<file path="config.mk">
export PLATFORM = sky130hd
export DESIGN_NAME = swls_ctrl
export DESIGN_NICKNAME = d
export VERILOG_FILES = /design/src/rtl/swls_pkg.sv /design/src/rtl/swls_ctrl.sv
export SDC_FILE = /design/constraint.sdc
export NUM_CORES = 1
export LEC_CHECK = 0
export BUFFER_PORTS_ARGS = -buffer_cell sky130_fd_sc_hd__buf_2
export CORE_AREA = 2 2 39 41
export CTS_BUF_LIST = sky130_fd_sc_hd__clkbuf_4
export DETAILED_ROUTE_END_ITERATION = 10
export DIE_AREA = 0 0 41 43
export GPL_ROUTABILITY_DRIVEN = 1
export HOLD_SLACK_MARGIN = 0.05
export PLACE_DENSITY_LB_ADDON = 0.15
export SLEW_MARGIN = 10
export SYNTH_ARGS = -nofsm -noshare
export SYNTH_HDL_FRONTEND = slang
export SYNTH_SLANG_ARGS = --single-unit
</file>
<file path="constraint.sdc">
create_clock -name clock -period 3.2 [get_ports clock]
set_clock_uncertainty 0.05 [all_clocks]
set_input_delay 0.48 -clock clock [delete_from_list [all_inputs] [get_ports clock]]
set_output_delay 0.48 -clock clock [all_outputs]
set_load 0.03 [all_outputs]
</file>
<file path="src/rtl/swls_pkg.sv">
// shared constants and command/status types for the sliding window level stats block
// no dependencies
package swls_pkg;

   localparam int LEVEL_W      = 10;
   localparam int LEVELS       = 1 << LEVEL_W;
   localparam int WSUM_W       = 20;
   localparam int TSUM_W       = 17;
   localparam int DEF_WINDOW   = 1024;
   localparam int DEF_TOP      = 102;
   localparam int REQ_DATA_W   = 16;
   localparam int RSP_DATA_W   = 48;

   // controller to datapath commands
   typedef struct packed {
      logic accept;      // latch incoming sample
      logic clr_step;    // write one histogram bin of the clearing pass
      logic ring_rw;     // read oldest ring entry, write new sample
      logic hist_rd_old; // read bin of the replaced sample, update total
      logic hist_wr_dec; // write back decremented bin
      logic hist_rd_new; // read bin of the new sample
      logic hist_wr_inc; // write back incremented bin
      logic walk_start;  // arm the histogram walk
      logic walk_step;   // read one bin, highest level first
      logic load_out;    // move results into the output register
   } swls_cmd_type;

   // datapath to controller status
   typedef struct packed {
      logic clr_last;
      logic walk_last;
      logic out_busy;
   } swls_sts_type;

endpackage

</file>
<file path="src/rtl/swls_ctrl.sv">
// controller state machine: sequences ring and histogram update and the histogram walk
// depends on swls_pkg
module swls_ctrl (
   input  logic                  clock,
   input  logic                  reset,
   input  logic                  req_tvalid,
   output logic                  req_tready,
   input  swls_pkg::swls_sts_type sts,
   output swls_pkg::swls_cmd_type cmd
);
   import swls_pkg::*;

   localparam logic [3:0] ST_CLR   = 4'd0;
   localparam logic [3:0] ST_IDLE  = 4'd1;
   localparam logic [3:0] ST_RING  = 4'd2;
   localparam logic [3:0] ST_OLD   = 4'd3;
   localparam logic [3:0] ST_DEC   = 4'd4;
   localparam logic [3:0] ST_RDS   = 4'd5;
   localparam logic [3:0] ST_INC   = 4'd6;
   localparam logic [3:0] ST_WALK  = 4'd7;
   localparam logic [3:0] ST_DRAIN = 4'd8;
   localparam logic [3:0] ST_DONE  = 4'd9;

   logic [3:0] state_ff, state_in;

   assign req_tready = (state_ff == ST_IDLE);

   always_comb begin
      state_in = state_ff;
      cmd      = '0;
      case (state_ff)
         ST_CLR: begin
            cmd.clr_step = 1'b1;
            if (sts.clr_last) state_in = ST_IDLE;
         end
         ST_IDLE: begin
            if (req_tvalid) begin
               cmd.accept = 1'b1;
               state_in   = ST_RING;
            end
         end
         ST_RING: begin
            cmd.ring_rw = 1'b1;
            state_in    = ST_OLD;
         end
         ST_OLD: begin
            cmd.hist_rd_old = 1'b1;
            state_in        = ST_DEC;
         end
         ST_DEC: begin
            cmd.hist_wr_dec = 1'b1;
            state_in        = ST_RDS;
         end
         ST_RDS: begin
            cmd.hist_rd_new = 1'b1;
            state_in        = ST_INC;
         end
         ST_INC: begin
            cmd.hist_wr_inc = 1'b1;
            cmd.walk_start  = 1'b1;
            state_in        = ST_WALK;
         end
         ST_WALK: begin
            cmd.walk_step = 1'b1;
            if (sts.walk_last) state_in = ST_DRAIN;
         end
         ST_DRAIN: begin
            state_in = ST_DONE;
         end
         ST_DONE: begin
            if (!sts.out_busy) begin
               cmd.load_out = 1'b1;
               state_in     = ST_IDLE;
            end
         end
         default: state_in = ST_CLR;
      endcase
   end

   always_ff @(posedge clock) begin
      if (reset) state_ff <= ST_CLR;
      else       state_ff <= state_in;
   end

endmodule

</file>
==> impl_metrics.toml <==
[power]
p_sw_frac = 0.346
seq_power_share = 0.368
internal_power_uw = 117
p_leak_nw = 0.185
powerDensity_nw_per_um2 = 425
ir_drop_mv = 0.189
p_sw_uw = 61.8
clkPwrFrac = 0.334
pwr-share-comb = 0.298
power.total_uw = 179

[synthesis]
syn_nets = 49
ys.warnings.count = 0
ys_seq_elements = 4
synthCells = 43
ys_types = 23
avgSynthCellArea_sq_um = 7.62
syn_area_sq_um = 328
ys_seq_area_frac = 0.244

[clock_network]
htreeDepth = 1
cts_tree = "done"
clk_path_buf_depth = 2
cts_made_buffers = 3
cts_sinks = 4
cts_resized = 0
cts_setup_buffers = 0
hold_buffers = 0
insertion_delay_ns = 0.23
clk_pin_slew_worst_paths_ns = 0.03
cts-root-buf = "clkbuf_4"

[finish]
diodes = 0
largest_reg_flops = 4
stdcell_area_sq_um = 420
syn_to_final_growth_pct = 28.2
fin_util = 0.304
regMostFlops = "state_ff"
drive_above_1_share = 0.404
reg_top3 = "state_ff: 4 flops"
nNetsFinal = 65

[sta]
tns_ns = 0
relSlewSlack = 0.698
post-route-period-util = 0.614
fmax_ghz = 0.509
finalCriticalPeriod_ns = 1.97
worstMarginPinSlew_ns = 0.453
slew_violations = 0
final_hold_viol_count = 0
finalWorstSetupSlack_ns = 1.23
finalSetupViolCount = 0
rsz0062_at_grt = "false"

[global_route]
grt_first_pass_wirelength_um = 1260
grt_pass1_vias = 295
busiest_layer = "met2"
grt_use_met3 = 0.0314
use_met2 = 0.147
grt-ovfl-total = 0
grt_max_degree = 14
antenna_found_initial = 0
grt_util_met1 = 0.135
track_usage = 0.114

[job]
drv_cap = 0

[outcome]
status = "finished, final reports clean"

[place]
globalplace.congestion = 0.700
port_buffers = 16
placed_area_sq_um = 398
dp_slack_ns = 1.46

[die]
io_pins = 17
core_sq_um = 1380
start_util = 0.237
dieArea_sq_um = 1760
die_x_um = 41
std_cell_rows = 14
fp.dieH_um = 43

[worst_setup_path]
reg2reg_depth = 3
crit_required_ns = 2.67
criticalPathCategory = "flop to primary output"
end_kind = "primary output"
cp_max_fo = 13
start_kind = "flop"
worstPathArrival_ns = 1.44

[routing]
wirelength_um = 832
dr_total_vias = 343
dr.pass1.iters = 3
vias_per_cell = 4.70
antenna_left = 0
drc = 0
drt_iter0_drc = 2
post_drt_wl_per_cell_um = 11.4

[min_path]
whs_path_depth = 2
min_path_type = "primary input to flop"
-- cells in the mapped netlist --
master / instances / share of area
o21a_1: 1 / 0.023
a311o_1: 1 / 0.031
nor2_1: 3 / 0.034
nor4_1: 1 / 0.019
o32a_1: 1 / 0.031
buf_4: 2 / 0.046
nand2b_1: 5 / 0.095
inv_1: 2 / 0.023
o21ai_0: 1 / 0.015
dfxtp_1: 4 / 0.24
or4_4: 1 / 0.034
nor4_2: 1 / 0.038
and4_1: 1 / 0.027
a21oi_2: 1 / 0.027
nand2_1: 1 / 0.011
nor2b_1: 1 / 0.019
and2_1: 1 / 0.019
nor3_1: 6 / 0.092
o32ai_1: 1 / 0.027
buf_2: 3 / 0.046
and2b_2: 1 / 0.027
nand4b_1: 1 / 0.027
a21oi_1: 3 / 0.046
-- worst paths after layout --
check                           startpoint                       end  slack, ns
setup / recovery  state_ff[1]$_SDFFE_PP0P_                    cmd[7]       1.23
hold / removal                       reset  state_ff[3]$_SDFFE_PP0P_       0.42
setup reg to reg  state_ff[1]$_SDFFE_PP0P_  state_ff[0]$_SDFFE_PP0P_       1.77
hold reg to reg   state_ff[1]$_SDFFE_PP0P_  state_ff[1]$_SDFFE_PP0P_       0.60
-- final cells by class --
type	count	area [sq um]
multi-input combinational	32	210
fill	161	963
sequential	4	80.1
tap	16	20.0
timing repair buffer	16	80.1
inverter	2	7.51
clock buffer	3	22.5
-- cells by family (layout without fill, tap and decap cells) --
kind of cell	after synthesis	in the layout	share of synthesized area
buffers and inverters	7	21	0.114
AND/OR/NAND/NOR	23	23	0.443
AO/OA/AOI/OAI	9	9	0.198
flip-flops	4	4	0.244
-- metal layers --
layer | share of wire | wire length [um]
met1 | 0.50 | 414
met2 | 0.44 | 369
met3 | 0.034 | 28
met4 | 0.023 | 19
met5 | 0 | 0
-- critical path, stage by stage (launching register included) --
cell and delay, ns:
dfxtp_1 0.59, nand2b_1 0.22, nor3_1 0.17, buf_2 0.22
-- power by group through the flow --
stage,Sequential (mW),Clock (mW),Combinational [mW]
finish,0.0656,0.0597,0.0532
floorplan,0.0568,0,0.0490
CTS,0.0652,0.0642,0.0540
detailed placement,0.0660,0,0.0539
global route,0.0669,0.0675,0.0576
global placement,0.0657,0,0.0542
-- through the flow --
step / cells / hold slack, ns
2_1_floorplan: 43 / 0.507
3_3_place_gp: 70 / 0.574
3_5_place_dp: 70 / 0.581
4_1_cts: 73 / 0.413
5_1_grt: 73 / 0.425
6_report: 73 / 0.423
-- cell usage in the layout, fill, tap and decap left out --
master,netlist,routed
a21oi_1,3,3
nand4b_1,1,1
nor4_1,1,1
dfxtp_1,4,4
nor2_1,3,3
inv_1,2,2
nor2b_1,1,1
nor3_1,6,6
and4_1,1,1
buf_2,3,16
o32a_1,1,1
nor4_2,1,1
a21oi_2,1,1
nand2b_1,5,5
a311o_1,1,1
o21ai_0,1,1
and2_1,1,1
and2b_2,1,1
or4_4,1,1
o21a_1,1,1
clkbuf_4,0,3
o32ai_1,1,1
nand2_1,1,1
Power figures use the tool's default switching activity.
